$ cat config.mk
export PLATFORM = sky130hd
export DESIGN_NAME = msq_queue
export DESIGN_NICKNAME = d
export VERILOG_FILES = /design/src/hw/rtl/msq_pkg.sv /design/src/hw/rtl/msq_queue.sv
export VERILOG_INCLUDE_DIRS = /design/src /design/src/hw/rtl
export SDC_FILE = /design/constraint.sdc
export NUM_CORES = 1
export LEC_CHECK = 0
export BUFFER_PORTS_ARGS = -buffer_cell sky130_fd_sc_hd__buf_2
export CORE_ASPECT_RATIO = 2
export CORE_MARGIN = 5
export CORE_UTILIZATION = 52
export DETAILED_ROUTE_END_ITERATION = 6
export GPL_TIMING_DRIVEN = 0
export HOLD_SLACK_MARGIN = 0.1
export PLACE_DENSITY_LB_ADDON = 0.08
export SLEW_MARGIN = 5
export SYNTH_ARGS = -nofsm -noshare
export SYNTH_HDL_FRONTEND = slang
export SYNTH_SLANG_ARGS = --single-unit
$ cat constraint.sdc
create_clock -name clk -period 7.4 [get_ports clk]
set_clock_uncertainty 0.1 [all_clocks]
set_input_delay 0.74 -clock clk [delete_from_list [all_inputs] [get_ports clk]]
set_output_delay 0.74 -clock clk [all_outputs]
set_load 0.02 [all_outputs]
$ cat src/hw/rtl/assert_macros.svh
// Assertion macros shared by the contour cell modules.
`ifndef ASSERT_MACROS_SVH
`define ASSERT_MACROS_SVH
// Implication checked on every rising clock edge outside reset.
`define ASSERT_IMPL(label, clk, rst_n, ante, cons, msg) \
	label: assert property (@(posedge clk) disable iff (!rst_n) (ante) |-> (cons)) \
		else $error(msg);
// Next-cycle implication outside reset.
`define ASSERT_NEXT(label, clk, rst_n, ante, cons, msg) \
	label: assert property (@(posedge clk) disable iff (!rst_n) (ante) |=> (cons)) \
		else $error(msg);
`endif

$ cat src/hw/rtl/msq_pkg.sv
// Shared types and constants of the contour cell unit.
package msq_pkg;
	localparam int SampleBits = 16;
	localparam int FracBits = 12;
	localparam int MaxWidth = 256;
	localparam int QDepth = 2;

	typedef enum logic [1:0] {
		REG_THRESHOLD = 2'd0,
		REG_WIDTH = 2'd1,
		REG_HEIGHT = 2'd2
	} reg_idx_t;

	typedef enum logic [1:0] {
		BK_IDLE,
		BK_DIV_A,
		BK_DIV_B,
		BK_OUT
	} bk_state_t;

	// One classified cell handed from front to back.
	typedef struct packed {
		logic [7:0] row;
		logic [7:0] col;
		logic [3:0] code;
		logic [1:0] ea;
		logic [1:0] eb;
		logic signed [SampleBits:0] num_a;
		logic signed [SampleBits:0] den_a;
		logic signed [SampleBits:0] num_b;
		logic signed [SampleBits:0] den_b;
		logic last;
	} cell_t;
endpackage

$ cat src/hw/rtl/msq_queue.sv
// Two-entry queue between classifier and divider.
module msq_queue (
	input  logic clk,
	input  logic arst_n,
	input  logic push,
	input  msq_pkg::cell_t din,
	output logic full,
	output logic pop_valid,
	input  logic pop,
	output msq_pkg::cell_t dout
);
	import msq_pkg::*;

	cell_t mem_q [QDepth];
	logic wp_q, rp_q;
	logic [1:0] cnt_q;

	assign full = cnt_q == 2'(QDepth);
	assign pop_valid = cnt_q != 2'd0;
	assign dout = mem_q[rp_q];

	// Write at the tail, read from the head.
	always_ff @(posedge clk) begin
		if (push) mem_q[wp_q] <= din;
	end

	always_ff @(posedge clk or negedge arst_n) begin
		if (!arst_n) begin
			wp_q <= 1'b0;
			rp_q <= 1'b0;
			cnt_q <= '0;
		end else begin
			if (push) wp_q <= ~wp_q;
			if (pop) rp_q <= ~rp_q;
			cnt_q <= cnt_q + 2'(push) - 2'(pop);
		end
	end

	`include "assert_macros.svh"
	`ASSERT_IMPL(a_no_overflow, clk, arst_n, full, !push || pop, "queue overflow")
	`ASSERT_IMPL(a_no_underflow, clk, arst_n, pop, pop_valid, "queue underflow")
	`ASSERT_IMPL(a_cnt_range, clk, arst_n, 1'b1, cnt_q <= 2'(QDepth), "queue count")
endmodule

### Word-level counts from Yosys, hierarchy flattened

Memory sizes are Yosys's and may differ from the RTL's.
Cells that the tools add are included.

* register bits after elaboration: 4
* RAM bits: 186
* input bits: 97
* output and inout bits: 95
* logic and storage cells: 12
* memories kept: 1

* $add $sub $neg: 2
* eq/ne operators: 1
* muxes and demuxes: 2
* bitwise gates (word level): 2
* reductions and logical operators: 1

Memories
* mem_q: depth 2, bits a word 93, rd ports 1, clocked after Yosys merged registers in 0, wr ports 1, line msq_queue.sv:14 `cell_t mem_q [QDepth];`

Operator list (count)
* $add A2 B1 Y2: 1
* $eq A2 B2 Y1 const B: 1
* $mux W1: 2
* $not A1 Y1: 2
* $reduce_bool A2 Y1: 1
* $sub A2 B1 Y2: 1

### Depth between registers and ports, before layout

* depth in word-level cells: 2
* depth in mapped cells: 5
* mapped depth without buffers: 5

### Worst setup path before layout

OpenSTA, ideal clock, no wires.

* kind: input-to-reg
* start: input port push
* end: memory mem_q[0][0] (netlist bit), enable pin
* library setup time: 556 ps
* arrival: 4793 ps
* required time: 6744 ps
* setup slack: 1950 ps
* stages: 1
* path buffers: 0
* path through: nor2b_1

* cells in the longest elaborated chain, start to end: 2

Ends and longest elaborated chain
* from (decl): line msq_queue.sv:5 `input logic push,`
* $mux W1: line msq_queue.sv:24 `if (push) mem_q[wp_q] <= din;`
* $mux W1 (implied by the code): line msq_queue.sv:24
* to (decl): line msq_queue.sv:14

Every way passes these cells.

==> flow_summary_export.csv <==
group,metric,value,unit
synthesis,avgSynthCellArea,22.8,µm²
detailed_routing,wirelength,13.1,mm
cts,cts.path.max_buffers,2,
run_status,status,"finished, final reports clean",
global_routing,grt_pass1_wl,19.9,mm
cts,clock_latency,410,ps
die,die_h,173,µm
timing,rsz0062_at_grt,"false",
detailed_routing,antenna_left,0,
global_routing,grt_pass1_vias,3893,
synthesis,syn-instance-count,304,
detailed_routing,viasPerCell,5.15,
die,num_rows,59,
power,leakage,3.33,nW
critical_path,critPathLaunchType,"flop",
detailed_routing,post_drt_wl_per_cell,19.1,µm
place,port_buffers,191,
layout,finalNetCount,618,
synthesis,synth_cell_type_count,13,
global_routing,grt_max_degree,62,
cts,cts_tree,"yes",
cts,cts_buffers,17,
layout,layout_common_cells,"194 x buf_2, 186 x edfxtp_1, 93 x mux2_2",
cts,cts_setup_buffers,0,
critical_path,path_class,"reg -> out",
detailed_routing,drtIter0Drc,164,
critical_path,cp-end-kind,"primary output",
detailed_routing,num_vias,3530,
run,max-cap-violations,0,
cts,cts_resized,0,
layout,mostFrequentLayoutCell,"buf_2",
global_routing,grt_util_all_layers,16.5,%
timing,layout_setup_ws,4800,ps
cts,cts.htree.levels,4,
detailed_routing,drt_first_pass_iters,4,
timing,layout_min_cycle_time,2600,ps
die,die_area,15900,µm²
cts,clk_root_buffer_cell,"clkbuf_16",
timing,setup_viol,0,
power,ir_drop,0.000228,V
timing,hold_violations,0,
die,core_area,13100,µm²
power,powerDensity,400,nW/µm²
place,pre_cts_ws,5090,ps
global_routing,grt_overflow,0,
detailed_routing,drc,0,
die,die_x,91.6,µm
cts,clk_pin_slew,70,ps
layout,drive_above_1_share,62.0,%
place,place_hpwl,9.10,mm
critical_path,worst_ep_required_time,6560,ps
global_routing,antenna_found_initial,1,
die,ios,192,
layout,area_growth,26.4,%
critical_path,crit_fanout,10,
critical_path,critPathSlowestCell,"dfrtp_1",
synthesis,ys_seq_elements,190,
place,gp_congestion,0.727,
critical_path,critPathArrivalTime,1760,ps
timing,tns,0,ps
timing,fin_crit_sh,35.2,%
timing,worstMarginPinSlew,570,ps
synthesis,synth.cell_area,6920,µm²
timing,fmax,384,MHz
critical_path,critPathMaxStageDelay,390,ps
cts,clock-sinks,190,
hold_path,hold_class,"in -> reg",
timing,max_slew_margin,61.9,%
timing,drv_slew,0,
synthesis,yosysWarnings,0,
critical_path,path_cells,"buf_4 -> buf_6 -> mux2_2 -> buf_2",
synthesis,synth_fp_nets,403,
die,start_util,53.0,%
synthesis,yosysSeqAreaShare,82.1,%
## where the power goes
part / total, mW / internal, mW / switching, mW
sequential: 1.47 / 1.43 / 0.0489
clock: 0.863 / 0.474 / 0.388
combinational: 1.16 / 0.480 / 0.681
## cells in the mapped netlist
cell	count	area (µm²)
buf_4	1	7.51
buf_2	3	15.0
inv_1	2	7.51
or2_2	1	6.26
dfrtp_1	4	100
mux2_2	93	1050
nor2b_1	2	12.5
xor3_1	1	23.8
buf_6	6	67.6
edfxtp_1	186	5590
ha_1	2	25.0
and2_1	1	6.26
xor2_1	2	17.5
## what timing repair did
item | 4_1_cts | 5_1_grt
setup endpoints to repair | 0 | 0
endpoints found under the hold margin | 4 | 0
hold buffers | 1 | 0
## metrics by stage
step                util [%]  total power [mW]  instances  instance area, µm²  hold slack (ps)
CTS                     66.9              3.55        684                8750              389
finish                  67.0              3.50        685                8750              413
detailed placement      62.5              2.68        651                8170              436
floorplan                  -              2.30        304                6920              344
global placement        61.7              2.66        647                8070              369
global route            67.0              3.66        685                8750              391
## registers in the layout, summed over array words and instances (netlist names)
name,flops
wp_q,1
mem_q,186
cnt_q,2
rp_q,1
## cells by family (layout without fill, tap and decap cells)
kind of cell,Yosys count,after routing,share of synthesized area [%]
muxes,93,93,15.1
buffers and inverters,12,240,1.41
xor gates and xnor gates,3,3,0.597
and+or+nand+nor,4,4,0.362
adders and majority gates,2,2,0.361
other,0,1,0
DFF,190,190,82.1
## critical path: cells and delay by family (launching register included)
family / cells / cell delay (ps)
muxes: 1 / 370
DFF: 1 / 390
buffers and inverters: 3 / 600
## path summary, 6_finish.rpt
| kind | start | to | slack, ps | cells past startpoint |
|---|---|---|---|---|
| min in group asynchronous | arst_n | cnt_q[1] | 580 | 2 |
| max in group asynchronous | arst_n | rp_q | 6500 | 2 |
| worst min-delay path | din[87] | mem_q[0][87] | 410 | 1 |
| worst max register to register | wp_q | mem_q[0][53] | 5600 | 3 |
| worst min register to register | wp_q | wp_q | 450 | 1 |
| worst max-delay path | rp_q | dout[67] | 4800 | 4 |
## cell type report
type,instances,area (µm²)
diodes,1,2.50
plain buffers,10,90.1
clock buffers,20,437
clock inverters,12,128
fillers,947,4320
inverters,2,7.51
multi-input cells,102,1150
flip-flops and latches,190,5690
well taps,152,190
repair buffers,196,1060
## routing by layer
| layer | vias to the layer above | routed length, µm | part of all wire, % | GRT usage, % |
|---|---|---|---|---|
| met5 | - | 0 | 0 | 0 |
| met4 | 0 | 227 | 1.7 | 5.86 |
| met3 | 15 | 921 | 7.0 | 5.57 |
| met2 | 128 | 7380 | 56 | 30.7 |
| met1 | 1750 | 4570 | 35 | 16.7 |
| li1 | 1637 | - | - | - |
No activity file was read; power rests on OpenSTA's default activity.
