==> src/hw/rtl/assert_macros.svh <==
// Assertion macros shared by the contour cell modules.
`ifndef ASSERT_MACROS_SVH
`define ASSERT_MACROS_SVH
// Implication checked on every rising clock edge outside reset.
`define ASSERT_IMPL(label, clk, rst_n, ante, cons, msg) \
	label: assert property (@(posedge clk) disable iff (!rst_n) (ante) |-> (cons)) \
		else $error(msg);
// Next-cycle implication outside reset.
`define ASSERT_NEXT(label, clk, rst_n, ante, cons, msg) \
	label: assert property (@(posedge clk) disable iff (!rst_n) (ante) |=> (cons)) \
		else $error(msg);
`endif

==> src/hw/rtl/msq_pkg.sv <==
// Shared types and constants of the contour cell unit.
package msq_pkg;
	localparam int SampleBits = 16;
	localparam int FracBits = 12;
	localparam int MaxWidth = 256;
	localparam int QDepth = 2;

	typedef enum logic [1:0] {
		REG_THRESHOLD = 2'd0,
		REG_WIDTH = 2'd1,
		REG_HEIGHT = 2'd2
	} reg_idx_t;

	typedef enum logic [1:0] {
		BK_IDLE,
		BK_DIV_A,
		BK_DIV_B,
		BK_OUT
	} bk_state_t;

	// One classified cell handed from front to back.
	typedef struct packed {
		logic [7:0] row;
		logic [7:0] col;
		logic [3:0] code;
		logic [1:0] ea;
		logic [1:0] eb;
		logic signed [SampleBits:0] num_a;
		logic signed [SampleBits:0] den_a;
		logic signed [SampleBits:0] num_b;
		logic signed [SampleBits:0] den_b;
		logic last;
	} cell_t;
endpackage

==> src/hw/rtl/msq_back.sv <==
// Back end: shared restoring divider for both crossings and output register.
module msq_back (
	input  logic clk,
	input  logic arst_n,
	input  logic q_valid,
	output logic q_pop,
	input  msq_pkg::cell_t cword,
	output logic out_valid,
	input  logic out_stall,
	output logic [7:0] cell_row,
	output logic [7:0] cell_col,
	output logic [3:0] case_code,
	output logic [1:0] edge_a,
	output logic [12:0] frac_a,
	output logic [1:0] edge_b,
	output logic [12:0] frac_b,
	output logic last_cell
);
	import msq_pkg::*;

	localparam int QW = SampleBits + FracBits + 1;
	localparam int ONE = 1 << FracBits;

	bk_state_t st_q, st_nx;
	cell_t c_q;
	logic [QW-1:0] rem_q, quo_q;
	logic [SampleBits:0] d_q;
	logic [4:0] step_q;
	logic zero_q;

	// Absolute value of a signed numerator or denominator.
	function automatic logic [SampleBits:0] absv(input logic signed [SampleBits:0] v);
		return v[SampleBits] ? (SampleBits+1)'(0) - v : v;
	endfunction

	logic signed [SampleBits:0] n_sel, d_sel;
	assign n_sel = (st_q == BK_IDLE) ? cword.num_a : c_q.num_b;
	assign d_sel = (st_q == BK_IDLE) ? cword.den_a : c_q.den_b;

	logic start;
	logic [QW:0] trial;
	logic [QW-1:0] q_shift;
	assign start = (st_q == BK_IDLE && q_valid) || (st_q == BK_DIV_A && step_q == 5'd0);
	assign q_pop = st_q == BK_IDLE && q_valid;
	assign trial = {rem_q, quo_q[QW-1]} - {(QW-SampleBits)'(0), d_q};
	assign q_shift = {quo_q[QW-2:0], !trial[QW]};

	// Next state.
	always_comb begin
		st_nx = st_q;
		unique case (st_q)
			BK_IDLE: if (q_valid) st_nx = BK_DIV_A;
			BK_DIV_A: if (step_q == 5'd0) st_nx = BK_DIV_B;
			BK_DIV_B: if (step_q == 5'd0) st_nx = BK_OUT;
			BK_OUT: if (!out_stall) st_nx = BK_IDLE;
			default: st_nx = BK_IDLE;
		endcase
	end

	// Output decode.
	always_comb begin
		out_valid = st_q == BK_OUT;
	end

	logic [12:0] res;
	assign res = (zero_q || quo_q > QW'(ONE)) ? (zero_q ? 13'd0 : 13'(ONE)) : 13'(quo_q);

	always_ff @(posedge clk or negedge arst_n) begin
		if (!arst_n) begin
			st_q <= BK_IDLE;
			step_q <= '0;
		end else begin
			st_q <= st_nx;
			if (start) step_q <= 5'(QW);
			else if (step_q != 5'd0) step_q <= step_q - 5'd1;
		end
	end

	// Run one quotient bit a cycle; load a new division on start.
	always_ff @(posedge clk) begin
		if (q_pop) c_q <= cword;
		if (start) begin
			rem_q <= '0;
			quo_q <= QW'(absv(n_sel)) << FracBits;
			d_q <= absv(d_sel);
			zero_q <= d_sel == '0 || n_sel == '0 || (n_sel[SampleBits] != d_sel[SampleBits]);
		end else begin
			rem_q <= trial[QW] ? {rem_q[QW-2:0], quo_q[QW-1]} : trial[QW-1:0];
			quo_q <= q_shift;
		end
		if (st_q == BK_DIV_A && step_q == 5'd0) frac_a <= res;
		if (st_q == BK_DIV_B && step_q == 5'd0) frac_b <= res;
	end

	assign cell_row = c_q.row;
	assign cell_col = c_q.col;
	assign case_code = c_q.code;
	assign edge_a = c_q.ea;
	assign edge_b = c_q.eb;
	assign last_cell = c_q.last;

	`include "assert_macros.svh"
	`ASSERT_NEXT(a_out_hold, clk, arst_n, out_valid && out_stall, out_valid && $stable(frac_a),
		"result dropped while stalled")
	`ASSERT_IMPL(a_pop_idle, clk, arst_n, q_pop, st_q == BK_IDLE, "pop while busy")
endmodule

==> config.mk <==
export PLATFORM = sky130hd
export DESIGN_NAME = msq_back
export DESIGN_NICKNAME = d
export VERILOG_FILES = /design/src/hw/rtl/msq_pkg.sv /design/src/hw/rtl/msq_back.sv
export VERILOG_INCLUDE_DIRS = /design/src /design/src/hw/rtl
export SDC_FILE = /design/constraint.sdc
export NUM_CORES = 1
export LEC_CHECK = 0
export ABC_AREA = 1
export BUFFER_PORTS_ARGS = -buffer_cell sky130_fd_sc_hd__clkbuf_2
export CELL_PAD_IN_SITES_DETAIL_PLACEMENT = 0
export CELL_PAD_IN_SITES_GLOBAL_PLACEMENT = 1
export CORE_UTILIZATION = 45
export CTS_CLUSTER_DIAMETER = 40
export DETAILED_ROUTE_END_ITERATION = 12
export HOLD_SLACK_MARGIN = 0.06
export PLACE_DENSITY = 0.83
export REMOVE_ABC_BUFFERS = 1
export SYNTH_ARGS = -nofsm -noshare
export SYNTH_HDL_FRONTEND = slang
export SYNTH_SLANG_ARGS = --single-unit
==> constraint.sdc <==
create_clock -name clk -period 5.5 [get_ports clk]
set_clock_uncertainty 0.05 [all_clocks]
set_input_delay 1.1 -clock clk [delete_from_list [all_inputs] [get_ports clk]]
set_output_delay 1.1 -clock clk [all_outputs]
set_load 0.005 [all_outputs]
; ---- Word-level counts from Yosys, hierarchy flattened
; Cells that the tools add are included.
[word_totals]
ff_bits = 168
[classes]
n_addsub = 4
magnitude_cmp = 1
n_eq_ne = 8
muxes = 15
reduce_logical = 15
[ops]
columns = operator, count
row1 = $mux W29, 2
row2 = $mux W17, 3
row3 = $logic_not A17 Y1, 2
row4 = $sub A1 B17 Y17 const A, 2
row5 = $sub A30 B17 Y30, 1
row6 = $gt A29 B13 Y1 const B, 1
row7 = $mux W13, 2
row8 = $mux W16, 1
row9 = $mux W5, 2
row10 = $mux W2, 4
row11 = $ne A2 B2 Y1 const B, 4
row12 = $pmux W2 S4, 1
row13 = $logic_not A5 Y1, 1
row14 = $reduce_bool A5 Y1, 1
row15 = $sub A5 B1 Y5 const B, 1
row16 = $eq A2 B2 Y1 const B, 2
row17 = $logic_or A1 B1 Y1, 4
row18 = $reduce_and A4 Y1, 1
row19 = $logic_and A1 B1 Y1, 3
row20 = $eq A2 B1 Y1 const B, 1
row21 = $logic_not A2 Y1, 1
row22 = $reduce_bool A2 Y1, 1
row23 = $logic_not A1 Y1, 1
row24 = $ne A1 B1 Y1, 1

; ---- Depth between registers and ports, before layout
[depth]
ltp_word = 5
ltp_mapped = 16
depth_no_buf = 15

; ---- Worst setup path before layout
; No wires, ideal clock.
[synth_path]
path_type = reg2out
start = register st_q[0]
end = output q_pop
t_arrival_ps = 2412
required_time_ps = 4350
setup_slack_ps = 1938
path_stages_with_launch = 8
path_cell_list = dfrtp_1 inv_1 ha_1 buf_6 buf_4 buf_2 nand2_1 inv_1
[synth_between]
elab_chain_len = 2
[synth_rtl]
columns = item, line
row1 = "start, declared", msq_back.sv:24  ; bk_state_t st_q, st_nx;
row2 = "start signal, assigned", msq_back.sv:73  ; st_q <= st_nx;
row3 = $logic_not A2 Y1, msq_back.sv:44  ; assign q_pop = st_q == BK_IDLE && q_valid;
row4 = $logic_and A1 B1 Y1, msq_back.sv:44
row5 = "end, declared", msq_back.sv:6  ; output logic q_pop,
; Every way passes these cells.

; ---- Worst setup path in the final report
[layout_path]
start = input q_valid
end = output q_pop
[layout_between]
elab_chain_len = 1
[layout_rtl]
columns = item, line
row1 = "start, declared", msq_back.sv:5  ; input logic q_valid,
row2 = $logic_and A1 B1 Y1, msq_back.sv:44
; Every way passes these cells.

==> impl_metrics.csv <==
group,metric,value,unit
setup_path,crit_required,4.35,ns
clock_tree,cts.sinks,168,
grt,grt_busiest_layer,"met2",
setup_path,startpoint_type,"primary input",
setup_path,r2r_cells,15,
floorplanning,die_w,142,µm
timing,hold_ws,0.399,ns
cells_and_area,multi_input_area,3530,µm²
floorplanning,die_y,142,µm
hold_path,min-delay-start,"quo_q[23]",
setup_path,end_kind,"output port",
pwr,p_sw_share,44.0,%
synthesis,yosysSeqAreaShare,50.2,%
routing,drt-total-wl,19400,µm
synthesis,yosysTopAreaCell,"edfxtp_1",
cells_and_area,syn_to_final_growth,15.8,%
job,max-cap-violations,0,
placement,place_area,9610,µm²
clock_tree,cts_tree,"yes",
placement,numPlacedInstances,1437,
placement,io_buffers,149,
grt,grt.met3_usage,4.98,%
clock_tree,clk_latency,0.44,ns
grt,met2_usage,34.2,%
timing,tightestPinTransition,0.966,ns
pwr,combPwrFrac,47.8,%
floorplanning,die_area,20200,µm²
cells_and_area,nNetsFinal,1319,
synthesis,synth_edf_count,103,
grt,grt_max_degree,61,
routing,antenna_left,0,
clock_tree,cts_root_buffer,"clkbuf_16",
timing,min_period_over_period,59.5,%
cells_and_area,finalInstanceArea,10200,µm²
floorplanning,start_util,46.6,%
synthesis,yosysUniqueCellTypes,43,
grt,antenna_found_initial,0,
timing,timing.fmax,0.305,GHz
routing,vias_per_cell,4.77,
timing,tns,0,ns
pwr,peakVddDrop,0.356,mV
setup_path,cp-startpoint,"q_valid",
synthesis,async_reset_ff_share,4.17,%
clock_tree,htree_num_levels,4,
grt,grt_pass1_wl,32000,µm
setup_path,crit_path_max_fanout,60,
cells_and_area,drive_gt1_share,19.5,%
placement,hpwl,14200,µm
cells_and_area,fin_util,53.9,%
grt,grt_use_met1,25.5,%
hold_path,holdPathEnd,"quo_q[24]",
synthesis,netlist_area,8830,µm²
timing,hold_violations,0,
synthesis,synth-seq-cells,168,
setup_path,rr_startpoint,"st_q[1]",
timing,setup_viol_count_final,0,
synthesis,synth.top_cells.by_area,"edfxtp_1, dfxtp_1, nand2_1",
pwr,p_clk_share,19.9,%
hold_path,min_delay_path_depth,2,
floorplanning,ios,150,
cells_and_area,seq_area,4430,µm²
setup_path,reg2reg_to,"d_q[16]",
clock_tree,cts_made_buffers,17,
routing,drc,0,
routing,drtIter0Drc,321,
synthesis,synth_commonest_cells,"nand2_1, nor2_1, inv_1",
grt,grt_overflow,0,
clock_tree,cts_resized,0,
status,status,"finished, final reports clean",
grt,grt_pass1_vias,6752,
clock_tree,ctsHoldBuffers,0,
pwr,power.switching,0.00271,W
cells_and_area,nFillCells,1811,
pwr,seq_power_share,32.3,%
setup_path,cp_data_arrival_time,2.12,ns
clock_tree,post_cts_buffers,0,
synthesis,synthFlopType,"edfxtp_1",
hold_path,hp-class,"flip-flop to flip-flop",
grt,grt_use_total,20.4,%
cells_and_area,antennaDiodeCount,0,
clock_tree,clk_pin_slew,0.07,ns
pwr,internal_power,0.00346,W
synthesis,synth.top_cell.area_share,35.0,%
clock_tree,cts_buffer_depth,2,
synthesis,synthCells,1072,
synthesis,synth-warning-count,0,
setup_path,r2r_slack,2.41,ns
timing,maxSlewViolCount,0,
routing,route.vias.total,7001,
synthesis,yosysMostFrequentCell,"nand2_1",
timing,rsz0062_at_grt,"false",
routing,routedWlPerCell,13.2,µm
setup_path,worstSetupPathType,"primary input to output port",
pwr,power_leakage,4.81,nW
cells_and_area,instances_no_fill,1469,
timing,fin_crit,3.27,ns
placement,gp_congestion,0.847,
floorplanning,num_rows,50,
pwr,power.density,604,nW/µm²
timing,maxSlewHeadroom,35.5,%
floorplanning,core,19000,µm²
routing,dr.pass1.iters,5,
synthesis,synth.avg_cell_area,8.23,µm²
## cell type report
cell class,instances,share of cell area (%)
sequential,168,43.3
tap,260,3.18
multi-input combinational,709,34.5
clock inverter,15,1.84
clock buffer,17,4.16
timing repair buffer,153,7.59
inverter,147,5.40
## logic make-up after synthesis
family	Yosys count	synth area share, %
AND/OR/NAND/NOR	579	28.2
buffers and inverters	195	9.87
flip-flops	168	50.2
AO/OA/AOI/OAI	70	4.59
XOR/XNOR	30	2.98
adder cells (fa/ha/maj)	26	3.77
multiplexers	4	0.454
## power by group through the flow
| stage | Combinational (W) | Clock, W | Sequential (W) |
|---|---|---|---|
| final | 0.00295 | 0.00123 | 0.00199 |
| after global routing | 0.00343 | 0.00130 | 0.00203 |
| after CTS | 0.00297 | 0.00126 | 0.00199 |
| after detailed placement | 0.00294 | 0 | 0.00202 |
| after global placement | 0.00292 | 0 | 0.00201 |
| after floorplan | 0.00228 | 0 | 0.00197 |
## how the worst max path moves through the flow
stage                   end  slack, ns  depth (start not counted)
floorplan             q_pop       1.72                          4
global placement      q_pop       2.22                          5
detailed placement    q_pop       2.20                          5
CTS                   q_pop       2.20                          5
global route        d_q[16]       2.03                         15
finish                q_pop       2.23                          5
## metal layers
| layer | vias up | part of all wire, % |
|---|---|---|
| met4 | 0 | 1.6 |
| met2 | 171 | 47 |
| met5 | - | 0 |
| li1 | 3649 | - |
| met3 | 25 | 4.9 |
| met1 | 3156 | 46 |
## worst max-delay path, stage by stage
cell,delay (ns)
clkbuf_2,0.09
nand2_1,0.07
inv_2,0.05
buf_4,0.57
clkbuf_2,0.23
## registers in the layout, indices dropped and copies added, names as in the netlist
| signal | flops |
|---|---|
| c_q | 34 |
| rem_q | 29 |
| frac_b | 13 |
| last_cell | 1 |
| cell_row | 8 |
| frac_a | 13 |
| quo_q | 29 |
| d_q | 17 |
| edge_a | 2 |
| st_q | 2 |
| step_q | 5 |
| case_code | 4 |
| zero_q | 1 |
| cell_col | 8 |
| edge_b | 2 |
## cell usage in the layout, fill, tap and decap left out, types with 3 or more instances in the layout
master,n
nand2_1,276
clkbuf_2,149
nor2_1,148
inv_1,135
edfxtp_1,103
nand3_1,80
dfxtp_1,58
ha_1,25
xor2_1,21
o21ai_0,19
o21ai_1,18
clkbuf_16,17
a21oi_1,14
nand4_1,12
inv_2,11
or2_2,11
nor3_1,10
nor2_2,9
xnor2_1,9
or2_1,8
nand2_2,7
dfrtp_1,7
o21ai_2,5
inv_8,5
mux2i_1,4
o21a_1,4
nor4_1,4
clkinv_8,4
buf_4,4
nand3_2,3
o31ai_1,3
nand3b_1,3
o211ai_1,3
## per-stage QoR
stage	power [W]	setup slack (ns)
after CTS	0.00622	2.20
after floorplan	0.00425	1.72
after detailed placement	0.00496	2.20
after global routing	0.00676	2.03
final	0.00617	2.23
after global placement	0.00493	2.22
No activity file was read; power rests on OpenSTA's default activity.
