[src/hw/rtl/assert_macros.svh]
// Assertion macros shared by the contour cell modules.
`ifndef ASSERT_MACROS_SVH
`define ASSERT_MACROS_SVH
// Implication checked on every rising clock edge outside reset.
`define ASSERT_IMPL(label, clk, rst_n, ante, cons, msg) \
	label: assert property (@(posedge clk) disable iff (!rst_n) (ante) |-> (cons)) \
		else $error(msg);
// Next-cycle implication outside reset.
`define ASSERT_NEXT(label, clk, rst_n, ante, cons, msg) \
	label: assert property (@(posedge clk) disable iff (!rst_n) (ante) |=> (cons)) \
		else $error(msg);
`endif

[src/hw/rtl/msq_pkg.sv]
// Shared types and constants of the contour cell unit.
package msq_pkg;
	localparam int SampleBits = 16;
	localparam int FracBits = 12;
	localparam int MaxWidth = 256;
	localparam int QDepth = 2;

	typedef enum logic [1:0] {
		REG_THRESHOLD = 2'd0,
		REG_WIDTH = 2'd1,
		REG_HEIGHT = 2'd2
	} reg_idx_t;

	typedef enum logic [1:0] {
		BK_IDLE,
		BK_DIV_A,
		BK_DIV_B,
		BK_OUT
	} bk_state_t;

	// One classified cell handed from front to back.
	typedef struct packed {
		logic [7:0] row;
		logic [7:0] col;
		logic [3:0] code;
		logic [1:0] ea;
		logic [1:0] eb;
		logic signed [SampleBits:0] num_a;
		logic signed [SampleBits:0] den_a;
		logic signed [SampleBits:0] num_b;
		logic signed [SampleBits:0] den_b;
		logic last;
	} cell_t;
endpackage

[src/hw/rtl/msq_front.sv]
// Front end: line store, cell assembly, case code and edge selection.
module msq_front (
	input  logic clk,
	input  logic arst_n,
	input  logic in_valid,
	output logic in_stall,
	input  logic signed [msq_pkg::SampleBits-1:0] sample,
	input  logic signed [msq_pkg::SampleBits-1:0] thr,
	input  logic [8:0] gw,
	input  logic [8:0] gh,
	output logic cell_valid,
	output msq_pkg::cell_t cword,
	input  logic q_full
);
	import msq_pkg::*;

	logic signed [SampleBits-1:0] row_mem [MaxWidth];
	logic signed [SampleBits-1:0] up_s1, samp_s1, left_q, upleft_q;
	logic [7:0] col_q, row_q, col_s1, row_s1;
	logic v_s1, last_s1;
	logic [8:0] w_eff, h_eff, col_nx, row_nx;

	assign w_eff = (gw < 9'd2) ? 9'd2 : ((gw > 9'(MaxWidth)) ? 9'(MaxWidth) : gw);
	assign h_eff = (gh < 9'd2) ? 9'd2 : ((gh > 9'd256) ? 9'd256 : gh);

	// Stall while the stage holds a word the queue cannot take.
	assign in_stall = v_s1 && q_full;
	logic acc;
	assign acc = in_valid && !in_stall;

	// Advance raster counters.
	always_comb begin
		col_nx = {1'b0, col_q} + 9'd1;
		row_nx = {1'b0, row_q};
		if (col_nx >= w_eff) begin
			col_nx = 9'd0;
			row_nx = row_nx + 9'd1;
		end
		if (row_nx >= h_eff) row_nx = 9'd0;
	end

	always_ff @(posedge clk or negedge arst_n) begin
		if (!arst_n) begin
			col_q <= '0;
			row_q <= '0;
			v_s1 <= 1'b0;
		end else begin
			if (acc) begin
				col_q <= col_nx[7:0];
				row_q <= row_nx[7:0];
			end
			if (acc) v_s1 <= 1'b1;
			else if (!q_full) v_s1 <= 1'b0;
		end
	end

	// Read the line store and capture the position.
	always_ff @(posedge clk) begin
		if (acc) begin
			up_s1 <= row_mem[col_q];
			row_mem[col_q] <= sample;
			samp_s1 <= sample;
			col_s1 <= col_q;
			row_s1 <= row_q;
			last_s1 <= ({1'b0, row_q} == h_eff - 9'd1) && ({1'b0, col_q} == w_eff - 9'd1);
		end
	end

	// Hold the neighbors; they move as each stage-one word leaves.
	logic leave;
	assign leave = v_s1 && !q_full;
	always_ff @(posedge clk or negedge arst_n) begin
		if (!arst_n) begin
			left_q <= '0;
			upleft_q <= '0;
		end else if (leave) begin
			left_q <= samp_s1;
			upleft_q <= up_s1;
		end
	end

	// Classify the cell.
	logic signed [SampleBits-1:0] k [4];
	logic [3:0] code;
	logic signed [SampleBits+1:0] sum, t4;
	logic [1:0] ea, eb;
	always_comb begin
		k[0] = upleft_q;
		k[1] = up_s1;
		k[2] = samp_s1;
		k[3] = left_q;
		code = {k[3] < thr, k[2] < thr, k[1] < thr, k[0] < thr};
		sum = (SampleBits+2)'(k[0]) + (SampleBits+2)'(k[1]) + (SampleBits+2)'(k[2])
			+ (SampleBits+2)'(k[3]);
		t4 = (SampleBits+2)'(thr) <<< 2;
		ea = 2'd0;
		eb = 2'd0;
		case (code)
			4'd1, 4'd14: begin ea = 2'd0; eb = 2'd3; end
			4'd2, 4'd13: begin ea = 2'd0; eb = 2'd1; end
			4'd4, 4'd11: begin ea = 2'd1; eb = 2'd2; end
			4'd7, 4'd8: begin ea = 2'd2; eb = 2'd3; end
			4'd3, 4'd12: begin ea = 2'd3; eb = 2'd1; end
			4'd6, 4'd9: begin ea = 2'd0; eb = 2'd2; end
			4'd5: begin
				if (sum > t4) begin ea = 2'd0; eb = 2'd3; end
				else begin ea = 2'd1; eb = 2'd2; end
			end
			4'd10: begin
				if (sum <= t4) begin ea = 2'd0; eb = 2'd3; end
				else begin ea = 2'd1; eb = 2'd2; end
			end
			default: ;
		endcase
		cword.row = row_s1 - 8'd1;
		cword.col = col_s1 - 8'd1;
		cword.code = code;
		cword.ea = ea;
		cword.eb = eb;
		cword.num_a = (SampleBits+1)'(thr) - (SampleBits+1)'(k[ea]);
		cword.den_a = (SampleBits+1)'(k[ea + 2'd1]) - (SampleBits+1)'(k[ea]);
		cword.num_b = (SampleBits+1)'(thr) - (SampleBits+1)'(k[eb]);
		cword.den_b = (SampleBits+1)'(k[eb + 2'd1]) - (SampleBits+1)'(k[eb]);
		cword.last = last_s1;
	end

	assign cell_valid = leave && row_s1 != 8'd0 && col_s1 != 8'd0
		&& code != 4'd0 && code != 4'd15;
endmodule

[config.mk]
export PLATFORM = sky130hd
export DESIGN_NAME = msq_front
export DESIGN_NICKNAME = d
export VERILOG_FILES = /design/src/hw/rtl/assert_macros.svh /design/src/hw/rtl/msq_pkg.sv /design/src/hw/rtl/msq_front.sv
export SDC_FILE = /design/constraint.sdc
export NUM_CORES = 2
export LEC_CHECK = 0
export ABC_AREA = 0
export BUFFER_PORTS_ARGS = -buffer_cell sky130_fd_sc_hd__buf_2
export CORE_ASPECT_RATIO = 1.25
export CORE_MARGIN = 3
export CORE_UTILIZATION = 60
export CTS_CLUSTER_SIZE = 14
export DETAILED_ROUTE_END_ITERATION = 8
export PLACE_DENSITY_LB_ADDON = 0.12
export SYNTH_ARGS = -nofsm -noshare
export SYNTH_HDL_FRONTEND = slang
export SYNTH_SLANG_ARGS = --single-unit
[constraint.sdc]
create_clock -name clk -period 14.5 [get_ports clk]
set_input_delay 2.9 -clock clk [delete_from_list [all_inputs] [get_ports clk]]
set_output_delay 2.9 -clock clk [all_outputs]
set_load 0.02 [all_outputs]
## After elaboration in Yosys (flattened, before gate mapping)

Memories as Yosys holds them, arrays and structs flattened. A register that Yosys moved wholly into a read port is not among the register bits.
Cells that the tools add are included.

| storage, ports and cells | value |
|---|---|
| flip-flop bits (word level) | 82 |
| memory bits (writable) | 4096 |
| memories kept | 1 |
| output and inout port bits | 95 |
| bits of input ports | 54 |

Memory list:

| memory | depth | width | rd ports | clocked after memory_dff | wr ports | RTL line | text |
|---|---|---|---|---|---|---|---|
| row_mem | 256 | 16 | 1 | 1 | 1 | msq_front.sv:17 | `logic signed [SampleBits-1:0] row_mem [MaxWidth];` |

| cells by class | value |
|---|---|
| magnitude comparators | 16 |
| eq/ne operators | 18 |
| reductions and logical operators | 19 |
| bitwise gates (word level) | 4 |
| $add $sub $neg | 15 |
| muxes and demuxes | 29 |

Operators by type and width:

| cell | number |
|---|---|
| 16-bit binary-select mux with 2-bit select | 4 |
| 16-bit two-way mux | 8 |
| 16-bit by 16-bit subtractor with 17-bit output | 4 |
| 16-bit less-than comparator | 4 |
| 9-bit two-way mux | 5 |
| 4-bit equality test (second input constant) | 7 |
| 2-bit case mux with 5 select lines | 2 |
| 17-bit by 16-bit adder with 18-bit output | 1 |
| 18-bit by 16-bit adder with 18-bit output | 1 |
| 8-bit by 1-bit adder with 9-bit output (second input constant) | 2 |
| 8-bit by 9-bit equality test with 1-bit output | 2 |
| 9-bit >= comparator | 2 |
| 18-bit > comparator | 1 |
| 9-bit > comparator (second input constant) | 2 |
| 18-bit <= comparator | 1 |
| 9-bit by 2-bit less-than comparator with 1-bit output (second input constant) | 2 |
| 9-bit by 1-bit subtractor with 9-bit output (second input constant) | 2 |
| 16-bit by 16-bit adder with 17-bit output | 1 |
| 4-bit by 3-bit equality test with 1-bit output (second input constant) | 4 |
| 8-bit two-way mux | 2 |
| 8-bit nonzero test | 2 |
| 8-bit by 1-bit subtractor with 8-bit output (second input constant) | 2 |
| 3-bit >= comparator (second input constant) | 4 |
| 2-bit inverter with 3-bit output | 4 |
| 11 further kinds | 32 |

## Logic depth before layout (Yosys ltp)

| logic depth | value |
|---|---|
| word-level depth | 12 |
| mapped depth | 45 |
| mapped depth without buffers | 44 |

## Worst setup path before layout

Ideal clock, no wire load.

| timing | value |
|---|---|
| kind | register to output |
| from | reg up_s1[0] (read register of row_mem) |
| to | out cword[17] (netlist name) |
| data required time | 11600 ps |
| path slack | 2420 ps |
| data arrival time | 9180 ps |
| path buffers | 2 |
| stages on the path, launching flop included | 44 |
| path through | edfxtp_1 > fa_1 > fa_1 > ha_1 > inv_1 > fa_1 > nor2b_1 > o21ai_0 > a21boi_0 > o21ai_0 > a21boi_0 > o21ai_0 > a21boi_0 > o21ai_0 > a21boi_0 > o21ai_0 > a21boi_0 > o21a_1 > [... 8 more ...] > o221a_2 > nor2_4 > clkbuf_1 > clkbuf_1 > nand2_1 > o31ai_1 > ha_1 > inv_1 > ha_1 > inv_1 > o311ai_0 > maj3_1 > a2111oi_2 > o41a_1 > a21oi_1 > o21ai_1 > a21oi_1 > o41ai_2 |

RTL lines:

| item | RTL line | text |
|---|---|---|
| start, declared | msq_front.sv:18 | `logic signed [SampleBits-1:0] up_s1, samp_s1, left_q, upleft_q;` |
| end, declared | msq_front.sv:12 | `output msq_pkg::cell_t cword,` |

==> impl_metrics.prom <==
# TYPE chip_impl_metric gauge
chip_impl_metric{name="synth.ff_latch_count",unit=""} 4194
chip_impl_metric{name="hold_ws",unit="ns"} 0.542
chip_impl_metric{name="worst-r2r-setup-slack",unit="ns"} 7.00
chip_impl_info{name="start_kind",value="register"} 1
chip_impl_metric{name="detailedPlacementHpwl",unit="mm"} 267
chip_impl_metric{name="setup_failing_eps_final",unit=""} 0
chip_impl_metric{name="share_of_final_layout_standard_cells_stronger_than_drive_strength_1",unit="%"} 30.0
chip_impl_metric{name="timing.fmax",unit="GHz"} 0.0724
chip_impl_metric{name="layout.cell_area.non_filler",unit="mm^2"} 0.189
chip_impl_metric{name="antenna_found_initial",unit=""} 26
chip_impl_info{name="hold_start",value="v_s1"} 1
chip_impl_metric{name="detail_route.wl_per_cell",unit="um"} 35.9
chip_impl_metric{name="design.core.area",unit="mm^2"} 0.281
chip_impl_metric{name="drv.max_cap_violation_count",unit=""} 0
chip_impl_metric{name="drt_drc_violations_left",unit=""} 0
chip_impl_metric{name="finalWeightedCongestion",unit=""} 0.895
chip_impl_metric{name="critical_path_required",unit="ns"} 11.60
chip_impl_metric{name="1st_iter_drt_viols",unit=""} 12100
chip_impl_info{name="critical-path-top-cell-by-count",value="o21ai_0"} 1
chip_impl_metric{name="synth_top_cell_area_share",unit="%"} 73.3
chip_impl_metric{name="die_width",unit="um"} 482
chip_impl_metric{name="post_cts_hold_buffer_count",unit=""} 0
chip_impl_metric{name="cts_num_sinks",unit=""} 4194
chip_impl_info{name="synthTopCellsByCount",value="4,145 x edfxtp_1, 1,306 x mux4_2, 392 x nor2_1, 264 x clkbuf_1, 199 x nand2_1"} 1
chip_impl_metric{name="hold_violations",unit=""} 0
chip_impl_info{name="cts_tree",value="done"} 1
chip_impl_info{name="whs_endpoint",value="v_s1"} 1
chip_impl_metric{name="grt_overflow",unit=""} 0
chip_impl_metric{name="pre_cts_ws",unit="ns"} 0.857
chip_impl_info{name="cpMaxStageDelayCell",value="or4b_1"} 1
chip_impl_metric{name="avg_synthesized_cell_area",unit="um^2"} 21.4
chip_impl_metric{name="placed_cell_area",unit="mm^2"} 0.177
chip_impl_metric{name="dp.cells",unit=""} 11700
chip_impl_metric{name="asyncSetResetFlopFracSynth",unit="%"} 1.17
chip_impl_metric{name="die_height",unit="um"} 601
chip_impl_info{name="worst_setup_path_end_kind",value="output pin"} 1
chip_impl_metric{name="timing.final.max_slew_violations",unit=""} 0
chip_impl_metric{name="synth_nets",unit=""} 8184
chip_impl_info{name="synth_top_flop_cell",value="edfxtp_1"} 1
chip_impl_info{name="critPathKind",value="reg2out"} 1
chip_impl_metric{name="ys_types",unit=""} 107
chip_impl_metric{name="hold_path_depth",unit=""} 2
chip_impl_metric{name="power.sequential.fraction",unit="%"} 35.0
chip_impl_metric{name="io_pins",unit=""} 149
chip_impl_metric{name="area.growth.synth_to_final",unit="%"} 11.5
chip_impl_info{name="netlist_top_cells_area",value="edfxtp_1 73%, mux4_2 17%, ha_1 1.3%, nor2_1 0.87%, dfrtp_1 0.72%"} 1
chip_impl_metric{name="number_of_buffers_created_by_cts",unit=""} 395
chip_impl_info{name="run_status",value="completed"} 1
chip_impl_metric{name="internal-power",unit="mW"} 25.3
chip_impl_metric{name="timing.critical_path.fanout_max",unit=""} 27
chip_impl_metric{name="synth_edf_count",unit=""} 4145
chip_impl_metric{name="critical-path-max-stage-delay",unit="ns"} 0.52
chip_impl_info{name="regToRegEndpoint",value="up_s1[11]"} 1
chip_impl_metric{name="worst_r2r_path_depth",unit=""} 11
chip_impl_metric{name="finish.cell_count_without_fillers",unit=""} 12400
chip_impl_metric{name="fin_tns_setup",unit="ns"} 0
chip_impl_metric{name="total_power",unit="mW"} 39.2
chip_impl_metric{name="post_synth_inst_count",unit=""} 7927
chip_impl_metric{name="initial_utilization",unit="%"} 60.5
chip_impl_metric{name="first_global_vias",unit=""} 85700
chip_impl_metric{name="clk_transition_reported_paths",unit="ns"} 0.06
chip_impl_metric{name="placementRows",unit=""} 217
chip_impl_metric{name="wirelength",unit="mm"} 447
chip_impl_info{name="netlist.top_cell.by_area",value="edfxtp_1"} 1
chip_impl_metric{name="route.antenna.remaining_nets",unit=""} 0
chip_impl_metric{name="power.share.clock",unit="%"} 25.5
chip_impl_metric{name="synthesis.area",unit="mm^2"} 0.170
chip_impl_metric{name="post_drt_via_cell_ratio",unit=""} 6.87
chip_impl_metric{name="synth_warnings",unit=""} 0
chip_impl_metric{name="drt_pass1_iterations",unit=""} 6
chip_impl_metric{name="nets",unit=""} 8661
chip_impl_metric{name="place.port_buffers",unit=""} 148
chip_impl_metric{name="netSwitchingPower",unit="mW"} 13.9
chip_impl_metric{name="worst-slew-pin-transition",unit="ns"} 1.33
chip_impl_metric{name="p_leak",unit="nW"} 59.7
chip_impl_metric{name="grt_first_pass_wirelength",unit="mm"} 641
chip_impl_metric{name="cellPowerDensity",unit="mW/mm^2"} 207
chip_impl_info{name="r2r-start",value="col_q[0]"} 1
chip_impl_metric{name="cts_max_level",unit=""} 5
chip_impl_metric{name="final.setup.worst_slack",unit="ns"} 0.679
chip_impl_metric{name="die_area",unit="mm^2"} 0.290
chip_impl_info{name="synth.most_common_cell",value="edfxtp_1"} 1
chip_impl_metric{name="worst_slew_margin_rel",unit="%"} 11.0
chip_impl_metric{name="period_minus_slack",unit="ns"} 13.82
chip_impl_metric{name="peakVddDrop",unit="uV"} 395
chip_impl_metric{name="cts_buffer_depth",unit=""} 4
chip_impl_metric{name="grt.total_usage",unit="%"} 31.3
chip_impl_metric{name="arrival",unit="ns"} 10.92
chip_impl_metric{name="synth_sequential_area_ratio",unit="%"} 74.0
chip_impl_metric{name="comb_power_share",unit="%"} 39.5
chip_impl_info{name="holdCritPathClass",value="reg2reg"} 1
chip_impl_metric{name="final_core_util",unit="%"} 67.5
chip_impl_metric{name="finalCritPeriodShare",unit="%"} 95.3
chip_impl_metric{name="grt_start_max_net_pins",unit=""} 136
chip_impl_metric{name="power.switching_fraction",unit="%"} 35.4
chip_impl_info{name="cts_root_buf",value="clkbuf_16"} 1
chip_impl_metric{name="detailroute.via_count",unit=""} 85500
chip_impl_metric{name="clkLatencyLatePin",unit="ns"} 0.93
chip_impl_metric{name="clock-skew-final",unit="ns"} 0.0627
-- state kept, by name, indices dropped and copies added (netlist names), 16 cells and up --
register / cells
up_s1: 16
upleft_q: 16
samp_s1: 16
row_mem: 4096
left_q: 16
-- timing repair --
item / 4_1_cts / 5_1_grt
gates resized for setup: 1 / 10
setup endpoints to repair: 2 / 27
buffers inserted: 1 / 7
pin swaps: 1 / 3
-- worst max-delay path, delay by kind of cell (launching register included) --
kind	cells	cell delay [ns]
AO/OA/AOI/OAI	21	4.86
XOR/XNOR	1	0.16
adder cells (fa/ha/maj)	6	2.33
buffers and inverters	4	0.94
flip-flops	1	0.51
AND/OR/NAND/NOR	6	1.22
-- layout by cell type, fill, tap and decap left out, drive strengths merged, types with 65 or more instances in the layout --
master	n
edfxtp	4145
mux4	1306
clkbuf	507
buf	476
nor2	397
nand2	199
ha	170
inv	167
clkinv	166
o21ai	156
a21oi	107
nor2b	66
xnor2	65
-- layout make-up --
| type | instances | area (um^2) |
|---|---|---|
| Fill cell | 17500 | 91300 |
| Clock buffer | 491 | 10500 |
| Multi-Input combinational cell | 3159 | 42500 |
| Clock inverter | 207 | 1820 |
| Timing Repair Buffer | 492 | 3580 |
| Tap cell | 3723 | 4660 |
| Antenna cell | 12 | 30.0 |
| Sequential cell | 4194 | 126000 |
| Inverter | 162 | 623 |
-- metal layers --
metal,track usage [%],wire (um),vias to the layer above
li1,-,-,34300
met1,43.7,165000,45600
met2,50.1,221000,4735
met3,5.50,40400,882
met4,12.0,20300,18
met5,0,115,-
-- worst max-delay path by stage --
stage	from	to	slack (ns)	cells after the start
detailed placement	up_s1[1]	cword[17]	0.86	44
floorplan	up_s1[0]	cword[17]	2.42	43
finish	samp_s1[1]	cword[48]	0.68	38
CTS	up_s1[1]	cword[50]	0.1	42
global placement	up_s1[1]	cword[17]	0.81	44
global route	samp_s1[1]	cword[17]	-0.02	46
-- kinds of logic after synthesis --
logic type	count (synthesis)	share of synthesized area, %
buffers and inverters	574	1.31
flip-flops	4194	74.0
AND/OR/NAND/NOR	891	2.41
XOR/XNOR	104	0.552
adder cells (fa/ha/maj)	218	1.73
multiplexers	1353	17.6
AO/OA/AOI/OAI	593	2.41
-- power groups by stage --
stage / registers, mW / clock network [mW] / logic (mW)
finish: 13.7 / 10.0 / 15.5
floorplan: 13.8 / 0 / 10.1
global placement: 14.0 / 0 / 15.3
global route: 13.7 / 10.6 / 16.4
CTS: 13.7 / 10.1 / 15.4
detailed placement: 14.0 / 0 / 15.3
No activity file was read; power rests on OpenSTA's default activity.
